**src/rtl/ptli_pkg.sv**
```systemverilog
// Shared types and constants for the profile table interpolator.
`timescale 1ns / 1ps
package ptli_pkg;

    localparam int VAL_W     = 32;
    localparam int NUM_VALS  = 4;
    localparam int ROW_W     = VAL_W * (NUM_VALS + 1);
    localparam int CNT_W     = 7;
    localparam int ROWIDX_W  = 6;
    localparam int SEG_W     = 6;
    localparam int FRAC_W    = 17;
    localparam int STATUS_W  = 3;
    localparam int S_DATA_W  = 168;
    localparam int M_DATA_W  = 152;

    localparam logic OP_LOAD  = 1'b0;
    localparam logic OP_QUERY = 1'b1;

    localparam logic [STATUS_W-1:0] STAT_LOADED    = 3'd0;
    localparam logic [STATUS_W-1:0] STAT_INTERIOR  = 3'd1;
    localparam logic [STATUS_W-1:0] STAT_CLAMP_LO  = 3'd2;
    localparam logic [STATUS_W-1:0] STAT_CLAMP_HI  = 3'd3;
    localparam logic [STATUS_W-1:0] STAT_NOT_READY = 3'd4;

    typedef enum logic [3:0] {
        S_IDLE,
        S_DECODE,
        S_CHK_FIRST,
        S_CHK_LAST,
        S_SCAN,
        S_RD_K,
        S_RD_K1,
        S_DIV_INIT,
        S_DIV,
        S_MUL,
        S_FIN
    } state_t;

    typedef enum logic [2:0] {
        RD_ZERO,
        RD_LAST,
        RD_IDX,
        RD_K,
        RD_K1
    } rd_sel_t;

    typedef struct packed {
        logic    capture;
        logic    mem_write;
        logic    rd_en;
        rd_sel_t rd_sel;
        logic    set_load;
        logic    set_not_ready;
        logic    set_clamp_lo;
        logic    set_clamp_hi;
        logic    k_clear;
        logic    scan_cmp;
        logic    latch_a;
        logic    div_init;
        logic    div_step;
        logic    set_interior;
        logic    mul_en;
        logic [1:0] mul_lane;
        logic    fin_en;
        logic [1:0] fin_lane;
        logic    out_load;
    } cmd_base_t;

    typedef struct packed {
        logic is_load;
        logic le_rd;
        logic ge_rd;
        logic out_free;
    } stat_base_t;

endpackage

```
**src/rtl/ptli_ctrl.sv**
```systemverilog
// Controller state machine: sequences decode, search, division and multiply lanes.
`timescale 1ns / 1ps
module ptli_ctrl #(
    parameter int MAX_ROWS  = 64,
    parameter int FRAC_BITS = 16
) (
    input  logic                           aclk,
    input  logic                           aresetn,
    input  logic                           s_tvalid,
    output logic                           s_tready,
    input  ptli_pkg::stat_base_t           stat,
    input  logic [$clog2(MAX_ROWS+1)-1:0]  stat_n,
    output ptli_pkg::cmd_base_t            cmd,
    output logic [$clog2(MAX_ROWS)-1:0]    cmd_idx
);
    localparam int AW = $clog2(MAX_ROWS);
    localparam int NW = $clog2(MAX_ROWS + 1);
    localparam int SW = $clog2(FRAC_BITS + 1);

    ptli_pkg::state_t state_reg, state_next;
    logic [AW-1:0] idx_reg, idx_next;
    logic [SW-1:0] step_reg, step_next;
    logic          scan_last;

    // scan covers rows 1..n-2
    assign scan_last = ((NW+1)'(idx_reg) + (NW+1)'(2)) >= (NW+1)'(stat_n);

    always_ff @(posedge aclk) begin
        if (!aresetn) begin
            state_reg <= ptli_pkg::S_IDLE;
            idx_reg   <= '0;
            step_reg  <= '0;
        end else begin
            state_reg <= state_next;
            idx_reg   <= idx_next;
            step_reg  <= step_next;
        end
    end

    always_comb begin
        state_next = state_reg;
        idx_next   = idx_reg;
        step_next  = step_reg;
        unique case (state_reg)
            ptli_pkg::S_IDLE: begin
                if (s_tvalid) state_next = ptli_pkg::S_DECODE;
            end
            ptli_pkg::S_DECODE: begin
                if (stat.is_load || (stat_n < NW'(2))) state_next = ptli_pkg::S_FIN;
                else state_next = ptli_pkg::S_CHK_FIRST;
            end
            ptli_pkg::S_CHK_FIRST: begin
                state_next = stat.le_rd ? ptli_pkg::S_FIN : ptli_pkg::S_CHK_LAST;
            end
            ptli_pkg::S_CHK_LAST: begin
                idx_next = AW'(1);
                if (stat.ge_rd) state_next = ptli_pkg::S_FIN;
                else if (stat_n == NW'(2)) state_next = ptli_pkg::S_RD_K;
                else state_next = ptli_pkg::S_SCAN;
            end
            ptli_pkg::S_SCAN: begin
                if (scan_last) state_next = ptli_pkg::S_RD_K;
                else idx_next = idx_reg + AW'(1);
            end
            ptli_pkg::S_RD_K:  state_next = ptli_pkg::S_RD_K1;
            ptli_pkg::S_RD_K1: state_next = ptli_pkg::S_DIV_INIT;
            ptli_pkg::S_DIV_INIT: begin
                step_next  = '0;
                state_next = ptli_pkg::S_DIV;
            end
            ptli_pkg::S_DIV: begin
                if (step_reg == SW'(FRAC_BITS - 1)) begin
                    step_next  = '0;
                    state_next = ptli_pkg::S_MUL;
                end else begin
                    step_next = step_reg + SW'(1);
                end
            end
            ptli_pkg::S_MUL: begin
                if (step_reg == SW'(ptli_pkg::NUM_VALS)) state_next = ptli_pkg::S_FIN;
                else step_next = step_reg + SW'(1);
            end
            ptli_pkg::S_FIN: begin
                if (stat.out_free) state_next = ptli_pkg::S_IDLE;
            end
            default: state_next = ptli_pkg::S_IDLE;
        endcase
    end

    always_comb begin
        cmd      = '0;
        cmd.rd_sel = ptli_pkg::RD_ZERO;
        cmd_idx  = idx_reg;
        s_tready = 1'b0;
        unique case (state_reg)
            ptli_pkg::S_IDLE: begin
                s_tready    = 1'b1;
                cmd.capture = s_tvalid;
            end
            ptli_pkg::S_DECODE: begin
                cmd.mem_write     = stat.is_load;
                cmd.set_load      = stat.is_load;
                cmd.set_not_ready = !stat.is_load && (stat_n < NW'(2));
                cmd.rd_en         = 1'b1;
                cmd.rd_sel        = ptli_pkg::RD_ZERO;
            end
            ptli_pkg::S_CHK_FIRST: begin
                cmd.set_clamp_lo = stat.le_rd;
                cmd.rd_en        = 1'b1;
                cmd.rd_sel       = ptli_pkg::RD_LAST;
            end
            ptli_pkg::S_CHK_LAST: begin
                cmd.set_clamp_hi = stat.ge_rd;
                cmd.k_clear      = 1'b1;
                cmd.rd_en        = 1'b1;
                cmd.rd_sel       = ptli_pkg::RD_IDX;
                cmd_idx          = AW'(1);
            end
            ptli_pkg::S_SCAN: begin
                // row idx_reg is compared now, the row after it is fetched
                cmd.scan_cmp = 1'b1;
                cmd.rd_en    = !scan_last;
                cmd.rd_sel   = ptli_pkg::RD_IDX;
                cmd_idx      = idx_reg + AW'(1);
            end
            ptli_pkg::S_RD_K: begin
                cmd.rd_en  = 1'b1;
                cmd.rd_sel = ptli_pkg::RD_K;
            end
            ptli_pkg::S_RD_K1: begin
                cmd.latch_a = 1'b1;
                cmd.rd_en   = 1'b1;
                cmd.rd_sel  = ptli_pkg::RD_K1;
            end
            ptli_pkg::S_DIV_INIT: cmd.div_init = 1'b1;
            ptli_pkg::S_DIV:      cmd.div_step = 1'b1;
            ptli_pkg::S_MUL: begin
                cmd.set_interior = (step_reg == '0);
                cmd.mul_en       = (step_reg < SW'(ptli_pkg::NUM_VALS));
                cmd.mul_lane     = step_reg[1:0];
                cmd.fin_en       = (step_reg != '0);
                cmd.fin_lane     = 2'(step_reg - SW'(1));
            end
            ptli_pkg::S_FIN: cmd.out_load = stat.out_free;
            default: ;
        endcase
    end

    // the scan starts at row one, so idx_reg is never zero in S_SCAN
    a_scan_idx: assert property (@(posedge aclk) disable iff (!aresetn)
        (state_reg == ptli_pkg::S_SCAN) |-> (idx_reg != '0))
        else $error("scan index at row zero");
    a_div_len: assert property (@(posedge aclk) disable iff (!aresetn)
        (state_reg == ptli_pkg::S_DIV) |-> (step_reg < SW'(FRAC_BITS)))
        else $error("divider ran past fraction width");
    a_mul_len: assert property (@(posedge aclk) disable iff (!aresetn)
        (state_reg == ptli_pkg::S_MUL) |-> (step_reg <= SW'(ptli_pkg::NUM_VALS)))
        else $error("lane counter overrun");

endmodule

```
**config.mk**
```make
export PLATFORM = sky130hd
export DESIGN_NAME = ptli_ctrl
export DESIGN_NICKNAME = d
export VERILOG_FILES = /design/src/rtl/ptli_pkg.sv /design/src/rtl/ptli_ctrl.sv
export SDC_FILE = /design/constraint.sdc
export NUM_CORES = 1
export LEC_CHECK = 0
export ABC_AREA = 1
export BUFFER_PORTS_ARGS = -buffer_cell sky130_fd_sc_hd__buf_2
export CAP_MARGIN = 25
export CORE_MARGIN = 1.5
export CORE_UTILIZATION = 30
export DETAILED_ROUTE_END_ITERATION = 10
export PLACE_DENSITY = 0.49
export SKIP_LAST_GASP = 1
export SLEW_MARGIN = 20
export SYNTH_ARGS = -nofsm -noshare
export SYNTH_HDL_FRONTEND = slang
export SYNTH_SLANG_ARGS = --single-unit
```
**constraint.sdc**
```tcl
create_clock -name aclk -period 3.5 [get_ports aclk]
set_input_delay 0.35 -clock aclk [delete_from_list [all_inputs] [get_ports aclk]]
set_output_delay 0.35 -clock aclk [all_outputs]
set_load 0.05 [all_outputs]
```
==> Yosys cells after proc, flatten, opt, wreduce, memory -nomap -nowiden <==
Index checks and enable logic that the tools add are counted.
{ "word_totals": {"elab_cells": 71, "regBits": 15} }
{ "op_classes": {"n_addsub": 4, "n_mux": 29, "order_cmp": 3, "n_reduce_logical": 12, "eq_ne": 20} }
{ "ops": {"columns": ["cell", "n"], "rows": [
  ["4-bit case mux with 11 select lines", 1],
  ["4-bit two-way mux", 8],
  ["4-bit case mux with 6 select lines", 1],
  ["6-bit case mux with 2 select lines", 2],
  ["4-bit by 3-bit == test with 1-bit output (second input constant)", 4],
  ["5-bit case mux with 3 select lines", 1],
  ["2-bit != test (second input constant)", 7],
  ["4-bit == test (second input constant)", 3],
  ["1-bit two-way mux", 10],
  ["5-bit two-way mux", 2],
  ["4-bit by 2-bit == test with 1-bit output (second input constant)", 2],
  ["6-bit by 2-bit adder with 7-bit output (second input constant)", 1],
  ["7-bit by 2-bit == test with 1-bit output (second input constant)", 1],
  ["7-bit greater-or-equal comparator", 1],
  ["7-bit by 2-bit < comparator with 1-bit output (second input constant)", 1],
  ["7-bit two-way mux", 1],
  ["6-bit by 1-bit adder with 6-bit output (second input constant)", 1],
  ["6-bit two-way mux", 1],
  ["5-bit by 1-bit adder with 5-bit output (second input constant)", 1],
  ["5-bit by 3-bit == test with 1-bit output (second input constant)", 1],
  ["5-bit by 4-bit == test with 1-bit output (second input constant)", 1],
  ["5-bit zero test", 1],
  ["5-bit by 3-bit < comparator with 1-bit output (second input constant)", 1],
  ["5-bit AND reduction", 1],
  ["other kinds (11)", 14]
]} }

==> Longest topological paths before layout <==
Gate-level depths: netlist (run 1).
{ "depth": {"word_depth": 4, "ltp_mapped": 14, "depth_no_buf": 13} }

==> Worst setup path after synthesis (run 1) <==
Ideal clock, no wire load.
{ "synth_path": {"path_kind": "register to output", "startpoint": "register state_reg[1]", "endpoint": "output cmd[6] (netlist name)", "setup_slack_ns": 0.846, "path_buffers": 1, "arrival_ns": 2.304, "stages_incl_launch_ff": 7, "path_cell_list": "dfxtp_1 > buf_2 > inv_2 > nand2_1 > nor2_2 > inv_1 > nor4_1"} }
{ "synth_rtl": {"columns": ["item", "line", "text"], "rows": [
  ["from (decl)", "ptli_ctrl.sv:20", "ptli_pkg::state_t state_reg, state_next;"],
  ["from (signal assigned)", "ptli_ctrl.sv:30", "state_reg <= ptli_pkg::S_IDLE;"],
  ["from (signal assigned)", "ptli_ctrl.sv:34", "state_reg <= state_next;"],
  ["to (decl)", "ptli_ctrl.sv:13", "output ptli_pkg::cmd_base_t cmd,"]
]} }

==> run_results.csv, run 1 <==
group,metric,value,unit
run_status,status,"finished clean",
job,maxCapViolCount,0,
worst_setup_path,crit_chain,"ha_1, nand2_1, nor2_1, xor2_1, ha_1, nand2_1, nor2_1, nor2_2, nand2_2, nand3_1, buf_2",
layout,layout.nets,334,
routing,via_count,1647,
synthesis,synth_edf_count,0,
sta,fin_skew,12.2,ps
synthesis,synth_flop_cell,"dfxtp_1",
routing,routed_wl,3910,um
floorplan,die-area,5510,um^2
placed_design,port_buffers,43,
min_path,holdCritPathClass,"input pin to flip-flop",
sta,hold_viol_final,0,
global_route,grt_start_max_net_pins,15,
synthesis,ys_seq_area_frac,0.197,
sta,slew_headroom,0.733,
floorplan,io_pins,44,
placed_design,place_congestion,0.801,
floorplan,die_x,74.2,um
layout,fin_util,0.382,
global_route,grt_pass1_wl,6560,um
global_route,antenna_found_initial,0,
floorplan,core,4820,um^2
layout,fillCellCount,567,
synthesis,synthTopCellsByCount,"nand2_1, nor2_1, inv_1, nand3_1",
worst_setup_path,crit_path_max_fanout,11,
global_route,grtUsageTotal,0.151,
layout,drive_gt1_frac,0.206,
synthesis,synth_area,1520,um^2
sta,drv_slew,0,
clocking,ctsHoldBuffers,0,
sta,setup_viol,0,
routing,drc,0,
synthesis,ys_types,26,
layout,largest_reg_flops,6,
clocking,cts_resized,0,
power_and_ir_drop,p_int,496,uW
clocking,ctsRootBufferMaster,"clkbuf_8",
clocking,clock_latency,260,ps
clocking,cts_buffer_depth,2,
power_and_ir_drop,swShare,0.581,
global_route,grt_pass1_vias,1450,
synthesis,yosysMostFrequentCell,"nand2_1",
synthesis,synthCells,263,
clocking,cts_sinks,15,
synthesis,synth.area.top_cells,"dfxtp_1, nand2_1, nor2_1, ha_1, inv_1",
routing,drt_pass1_iterations,4,
synthesis,syn_avg_cell_area,5.79,um^2
sta,fin_setup_tns,0,ps
synthesis,synthArstFlopShare,0,
sta,rsz0062_at_grt,"false",
power_and_ir_drop,p_leak,1.03,nW
placed_design,hpwlAfterDp,3160,um
clocking,postCtsSetupBuffers,0,
floorplan,initial_core_util,0.316,
layout,diodes,0,
routing,postRouteAntennaNets,0,
routing,via_per_inst,4.42,
synthesis,synth_warnings,0,
routing,wire_per_inst,10.5,um
placed_design,dp_worst_setup_slack,1170,ps
power_and_ir_drop,combPwrFrac,0.656,
floorplan,rows,25,
worst_setup_path,cp_slowest_cell,"dfxtp_1",
worst_setup_path,startpoint_type,"flip-flop",
power_and_ir_drop,switchingPower,689,uW
floorplan,die_height,74.2,um
synthesis,syn_nets,290,
sta,fmax,387,MHz
routing,drt_iter0_drc,74,
clocking,clkTransAtPathRegs,70,ps
power_and_ir_drop,p_total,1.18,mW
worst_setup_path,critical_path.top_delay_family,"simple AND/OR/NAND/NOR gates",
power_and_ir_drop,power.share.sequential,0.221,
sta,finalCriticalPeriod,2580,ps
worst_setup_path,arrival,2230,ps
power_and_ir_drop,clkPwrFrac,0.123,
sta,fin_ws,916,ps
clocking,tritoncts,"done",
synthesis,yosys.area.top_type,"dfxtp_1",
worst_setup_path,crit_type,"flip-flop to primary output",
worst_setup_path,required,3150,ps
global_route,gr-total-overflow,0,
worst_setup_path,critPathMaxStageDelay,390,ps
clocking,htreeDepth,1,
power_and_ir_drop,power_density,645,nW/um^2
worst_setup_path,crit_buf_inv,1,
power_and_ir_drop,ir_drop,265,uV
synthesis,synth-seq-cells,15,
worst_setup_path,crit_path_end_kind,"primary output",
synthesis,yosysTopAreaCellShare,0.197,
sta,min_period_over_period,0.738,
clocking,cts_made_buffers,3,
layout,syn_to_final_growth,20.8,%
sta,worst_pin_slew,401,ps
[worst register-to-register path: stages, from the launching register on]
cell and delay, ps:
dfxtp_1 390, ha_1 200, nand2_1 70, nor2_1 150
xor2_1 170, ha_1 240, nand2_1 80, nor2_1 50
nor2_2 110, nand2_2 150, nand2_2 200, nand2_1 70
nand2_1 70, nor2_1 40
[metal layers]
layer	up-vias	GRT usage	wire length (um)
li1	915	-	-
met1	691	0.220	2110
met2	36	0.236	1570
met3	5	0.0176	181
met4	0	0.0424	45
met5	-	0	0
[power groups by stage]
stage	clock network [mW]	logic, mW	registers, mW
6_report	0.145	0.778	0.262
3_3_place_gp	0	0.784	0.266
3_5_place_dp	0	0.777	0.266
4_1_cts	0.152	0.781	0.261
5_1_grt	0.158	0.869	0.271
2_1_floorplan	0	0.643	0.245
[cells in the final DEF (no fill, tap or decap)]
cell,instances
nor3_1,4
nor2_1,56
nand2_4,1
nand2_2,7
nand4_1,4
nor4_1,1
a21oi_1,11
o21ai_0,15
clkbuf_8,3
nand3b_1,1
nor2_4,1
nor2_2,2
o22ai_2,1
o22ai_1,3
nand3_1,19
xor2_1,1
clkinv_2,1
nand2_1,58
o31ai_1,1
inv_1,41
nor2_8,1
nand3_2,1
buf_2,43
dfxtp_1,15
ha_1,13
inv_2,2
[worst paths after layout]
| path | startpoint | end | slack (ps) | cells past startpoint |
|---|---|---|---|---|
| setup / recovery | idx_reg[1] | cmd[20] | 920 | 11 |
| hold / removal | stat[1] | state_reg[2] | 450 | 4 |
| setup reg to reg | idx_reg[1] | idx_reg[3] | 1420 | 13 |
| hold reg to reg | step_reg[1] | step_reg[1] | 500 | 2 |
[through the flow]
step	hold slack (ps)	instance area, um^2	cells
floorplan	453	1520	263
global placement	487	1790	369
detailed placement	485	1790	369
CTS	437	1840	373
global route	460	1840	373
finish	447	1840	373
[kinds of logic (layout without fill, tap and decap cells)]
family / Yosys count / after routing / synth area share
AND/OR/NAND/NOR: 156 / 156 / 0.454
buffers and inverters: 47 / 90 / 0.125
AO/OA/AOI/OAI: 31 / 31 / 0.111
flip-flops: 15 / 15 / 0.197
adder cells (fa/ha/maj): 13 / 13 / 0.107
XOR/XNOR: 1 / 1 / 0.00576
[layout make-up]
class / count / area (um^2) / share of cell area
Clock buffer: 3 / 41.3 / 0.0225
Clock inverter: 1 / 5.00 / 0.00272
Inverter: 43 / 161 / 0.0878
Multi-Input combinational cell: 201 / 1030 / 0.561
Sequential cell: 15 / 300 / 0.163
Tap cell: 67 / 83.8 / 0.0456
Timing Repair Buffer: 43 / 215 / 0.117
(Power assumes the default switching activity.)
==> run 2: changes to the inputs <==
==> constraint.sdc (replaced) <==
create_clock -name aclk -period 2.5 [get_ports aclk]
set_input_delay 0.25 -clock aclk [delete_from_list [all_inputs] [get_ports aclk]]
set_output_delay 0.25 -clock aclk [all_outputs]
set_load 0.05 [all_outputs]
==> run 2 against run 1 <==
- sequential power is 39% higher
- critical path depth unchanged
- worst setup slack worse by 710 ps
- register-to-register slack got worse by 900 ps
- worst hold slack got worse by 90 ps
- global-route usage grew 0.42 points
- die area unchanged
- final cell count increased by 0.54%
- combinational power up 43%
==> run_results.csv, run 2 (same netlist as run 1, synthesis figures left out) <==
group,metric,value,unit
clocking,cts_sinks,15,
clocking,cts_made_buffers,3,
layout,final_common_cell,"nand2_1",
placed_design,post-place-cells,371,
placed_design,hpwlAfterDp,3320,um
layout,fin_area,1860,um^2
routing,via_per_inst,4.47,
worst_setup_path,crit_type,"flip-flop to primary output",
global_route,grt_pass1_wl,6770,um
routing,via_count,1675,
sta,fin_ws,210,ps
clocking,cts_buffer_depth,2,
worst_setup_path,crit_path_max_fanout,5,
worst_setup_path,timing.reg2reg.setup_slack,520,ps
global_route,grtUsageTotal,0.156,
routing,drt_iter0_drc,79,
layout,layout.nets,336,
sta,hold_viol_final,0,
layout,fin_cells,375,
routing,drt_pass1_iterations,4,
floorplan,core,4820,um^2
placed_design,placed_cell_area,1810,um^2
layout,syn_to_final_growth,22.5,%
sta,fin_setup_tns,0,ps
floorplan,die_height,74.2,um
power_and_ir_drop,ir_drop,297,uV
worst_setup_path,crit_path_end_kind,"primary output",
clocking,clock_latency,250,ps
sta,setup_viol,0,
worst_setup_path,startpoint_type,"flip-flop",
global_route,grt_start_max_net_pins,15,
worst_setup_path,r2r_cells,14,
sta,fin_skew,7.35,ps
sta,drv_slew,0,
global_route,grt_pass1_vias,1468,
min_path,min-delay-start,"aresetn",
worst_setup_path,timing.rr.end,"state_reg[3]",
routing,wire_per_inst,10.9,um
run_status,status,"finished clean",
layout,diodes,0,
sta,finalCriticalPeriod,2290,ps
floorplan,die-area,5510,um^2
job,maxCapViolCount,0,
clocking,htreeDepth,1,
layout,final_cell_mix,"nand2_1, nor2_1, buf_2",
placed_design,place_congestion,0.772,
sta,fin_hold_ws,357,ps
routing,routed_wl,4080,um
min_path,holdCritPathClass,"input pin to flip-flop",
min_path,worstHoldPathCells,3,
clocking,ctsRootBufferMaster,"clkbuf_8",
global_route,gr-total-overflow,0,
sta,slew_headroom,0.731,
min_path,holdPathEnd,"state_reg[1]",
sta,worst_pin_slew,404,ps
layout,drive_gt1_frac,0.218,
clocking,clkTransAtPathRegs,70,ps
worst_setup_path,required,2250,ps
power_and_ir_drop,power_density,900,nW/um^2
sta,fmax,437,MHz
global_route,antenna_found_initial,0,
floorplan,initial_core_util,0.316,
worst_setup_path,arrival,2040,ps
routing,drc,0,
floorplan,io_pins,44,
worst_setup_path,r2r_start,"idx_reg[2]",
sta,rsz0062_at_grt,"false",
layout,largest_reg_flops,6,
placed_design,port_buffers,43,
floorplan,rows,25,
routing,postRouteAntennaNets,0,
clocking,tritoncts,"done",
placed_design,dp_worst_setup_slack,333,ps
clocking,ctsHoldBuffers,0,
floorplan,die_x,74.2,um
power_and_ir_drop,p_leak,1.04,nW
sta,min_period_over_period,0.916,
-- run 2: routing by layer --
layer,track usage,wire (um),vias to the layer above
met5,0,0,-
met4,0.0364,42,0
met3,0.0176,166,5
met2,0.235,1620,34
met1,0.235,2250,711
li1,-,-,925
-- run 2: metrics by stage --
step,util,power [mW]
after floorplan,-,1.24
after global placement,0.376,1.48
after detailed placement,0.376,1.47
after CTS,0.386,1.68
after global routing,0.387,1.83
final,0.387,1.68
-- run 2: worst max-delay path by stage --
stage / start / end / slack [ps] / depth (start not counted)
floorplan: state_reg[1] / cmd[21] / 130 / 5
global placement: idx_reg[2] / cmd[20] / 400 / 11
detailed placement: idx_reg[2] / cmd[20] / 330 / 11
CTS: idx_reg[2] / cmd[20] / 60 / 11
global route: idx_reg[2] / cmd[20] / 20 / 11
finish: idx_reg[2] / cmd[20] / 210 / 11
-- run 2: cell type report --
cell class / instances / area, um^2
clock buffers: 4 / 45.0
fillers: 591 / 2950
inverters: 43 / 161
multi-input cells: 201 / 1040
flip-flops and latches: 15 / 303
well taps: 67 / 83.8
repair buffers: 45 / 233
-- run 2: critical path, stage by stage (launching register included) --
cell and delay (ps):
dfxtp_2 360, ha_1 170, nand2_1 70, nor2_1 160, xor2_1 170, ha_1 250
nand2_1 80, nor2_1 60, nor2_2 110, nand2_2 100, nand3_1 90, buf_4 200
-- run 2: where the power goes --
| part | switching, mW | internal [mW] |
|---|---|---|
| logic | 0.809 | 0.303 |
| registers | 0.0702 | 0.295 |
| clock network | 0.0875 | 0.113 |
| total | 0.967 | 0.710 |
-- run 2: what timing repair did --
item                                    4_1_cts  5_1_grt
gates resized for setup                       0        4
buffers inserted                              0        0
endpoints found under the hold margin         0        0
endpoints found under the setup margin        0        1
==> run 3: changes to the inputs <==
--- a/config.mk
+++ b/config.mk
@@ -11,6 +11,7 @@
 export CORE_MARGIN = 1.5
 export CORE_UTILIZATION = 30
 export DETAILED_ROUTE_END_ITERATION = 10
+export GPL_TIMING_DRIVEN = 0
 export PLACE_DENSITY = 0.49
 export SKIP_LAST_GASP = 1
 export SLEW_MARGIN = 20
==> run 3 against run 2 <==
- clock-buffer cell count unchanged
- combinational power about the same
- sequential cell count unchanged
- clock skew up 3.8 ps
- power up 1.1%
- core utilization up 0.68 points
- worst hold slack worse by 69 ps
- fmax down 2.6%
- sequential share of layout area down 0.081 points
- cell area up 1.7%
- critical path depth up 1
- critical path type unchanged
- largest cell class unchanged
- largest power group unchanged
- highest routed layer unchanged
==> run_results.csv, run 3 (same netlist as run 1, synthesis figures left out) <==
group,metric,value,unit
run_status,status,"finished clean",
routing,drc,0,
global_route,gr-total-overflow,0,
clocking,ctsHoldBuffers,0,
layout,final_common_cell,"nand2_1",
worst_setup_path,r2r_cells,12,
job,maxCapViolCount,0,
worst_setup_path,timing.reg2reg.setup_slack,610,ps
floorplan,core,4820,um^2
sta,worst_pin_slew,392,ps
worst_setup_path,crit_path_end_kind,"primary output",
sta,hold_viol_final,0,
layout,fin_area,1900,um^2
worst_setup_path,cp-endpoint,"cmd[20]",
power_and_ir_drop,power_density,894,nW/um^2
power_and_ir_drop,combPwrFrac,0.668,
floorplan,die_height,74.2,um
sta,setup_viol,0,
worst_setup_path,startpoint_type,"flip-flop",
sta,min_period_over_period,0.940,
worst_setup_path,r2r_start,"idx_reg[2]",
worst_setup_path,startpoint,"idx_reg[2]",
routing,drt_iter0_drc,65,
min_path,holdCritPathClass,"input pin to flip-flop",
placed_design,placed_cell_area,1830,um^2
power_and_ir_drop,p_int,726,uW
power_and_ir_drop,swShare,0.572,
layout,layout.nets,338,
floorplan,die-area,5510,um^2
layout,diodes,0,
worst_setup_path,crit_type,"flip-flop to primary output",
layout,fillCellCount,594,
global_route,grt_pass1_wl,6500,um
global_route,grt_start_max_net_pins,11,
clocking,clkTransAtPathRegs,70,ps
clocking,cts_made_buffers,3,
floorplan,io_pins,44,
global_route,grt_pass1_vias,1483,
layout,drive_gt1_frac,0.235,
worst_setup_path,timing.rr.end,"idx_reg[1]",
power_and_ir_drop,ir_drop,386,uV
layout,syn_to_final_growth,24.6,%
sta,drv_slew,0,
sta,fin_skew,11.2,ps
floorplan,die_x,74.2,um
worst_setup_path,crit_path_max_fanout,10,
global_route,grtUsageTotal,0.149,
worst_setup_path,critPathMaxStageDelay,360,ps
sta,fmax,426,MHz
routing,via_count,1691,
sta,slew_headroom,0.739,
layout,final_cell_mix,"nand2_1, nor2_1, buf_2",
power_and_ir_drop,p_total,1.69,mW
floorplan,initial_core_util,0.316,
worst_setup_path,crit_chain,"ha_1, nand2_1, nor2_2, xor2_1, ha_1, nand2_1, nor2_1, nor2_2, nand2_2, buf_6, nand3_1, buf_6",
power_and_ir_drop,power.share.sequential,0.212,
sta,fin_hold_ws,288,ps
routing,drt_pass1_iterations,4,
placed_design,place_congestion,0.840,
placed_design,hpwlAfterDp,3230,um
clocking,ctsRootBufferMaster,"clkbuf_8",
placed_design,port_buffers,43,
layout,largest_reg_flops,6,
clocking,cts_sinks,15,
routing,wire_per_inst,10.6,um
sta,finalCriticalPeriod,2350,ps
floorplan,rows,25,
clocking,cts_buffer_depth,2,
clocking,htreeDepth,1,
global_route,antenna_found_initial,0,
routing,via_per_inst,4.49,
layout,fin_util,0.394,
worst_setup_path,required,2250,ps
power_and_ir_drop,p_leak,1.05,nW
power_and_ir_drop,clkPwrFrac,0.120,
worst_setup_path,cp_slowest_cell,"dfxtp_2",
routing,routed_wl,3990,um
clocking,tritoncts,"done",
power_and_ir_drop,switchingPower,969,uW
routing,postRouteAntennaNets,0,
clocking,clock_latency,250,ps
worst_setup_path,arrival,2100,ps
-- run 3: repair_timing --
item	4_1_cts	5_1_grt
gates resized for setup	2	7
setup buffers	0	0
gates cloned	0	0
setup endpoints to repair	1	1
pin swaps	0	1
-- run 3: layout make-up --
type / instances / area (um^2) / share of cell area
inverters: 43 / 161 / 0.0851
well taps: 67 / 83.8 / 0.0442
repair buffers: 43 / 221 / 0.117
clock buffers: 4 / 45.0 / 0.0238
flip-flops and latches: 15 / 307 / 0.162
plain buffers: 4 / 28.8 / 0.0152
multi-input cells: 201 / 1050 / 0.553
-- run 3: power groups by stage --
| stage | clock network [mW] | logic [mW] | registers, mW |
|---|---|---|---|
| 3_3_place_gp | 0 | 1.12 | 0.361 |
| 2_1_floorplan | 0 | 0.901 | 0.344 |
| 4_1_cts | 0.214 | 1.12 | 0.356 |
| 5_1_grt | 0.224 | 1.26 | 0.369 |
| 3_5_place_dp | 0 | 1.11 | 0.361 |
| 6_report | 0.203 | 1.13 | 0.359 |
-- run 3: worst min path at each step --
stage	from	to	slack (ps)	cells past startpoint
floorplan	aresetn	state_reg[2]	380	2
global placement	step_reg[1]	step_reg[1]	480	2
detailed placement	step_reg[1]	step_reg[1]	480	2
CTS	aresetn	step_reg[4]	280	3
global route	aresetn	step_reg[0]	310	3
finish	aresetn	step_reg[2]	290	3
-- run 3: worst max-delay path: cells and delay by family (launching register included) --
kind,cells,cell delay [ps]
xor gates and xnor gates,1,170
adders and majority gates,2,410
DFF,1,360
and+or+nand+nor,7,610
buffers and inverters,2,310
-- run 3: layer usage --
layer / vias to the layer above / share of wire / GRT usage
met5: - / 0 / 0
met4: 0 / 0.0070 / 0.0364
met3: 2 / 0.054 / 0.0217
met2: 45 / 0.41 / 0.233
met1: 719 / 0.53 / 0.216
li1: 925 / - / -
-- run 3: metrics by stage --
stage	TNS (ps)	worst slack, ps	std cells
floorplan	0	134	263
global placement	0	219	373
detailed placement	0	216	373
CTS	0	21.8	377
global route	-11.6	-11.6	377
finish	0	150	377
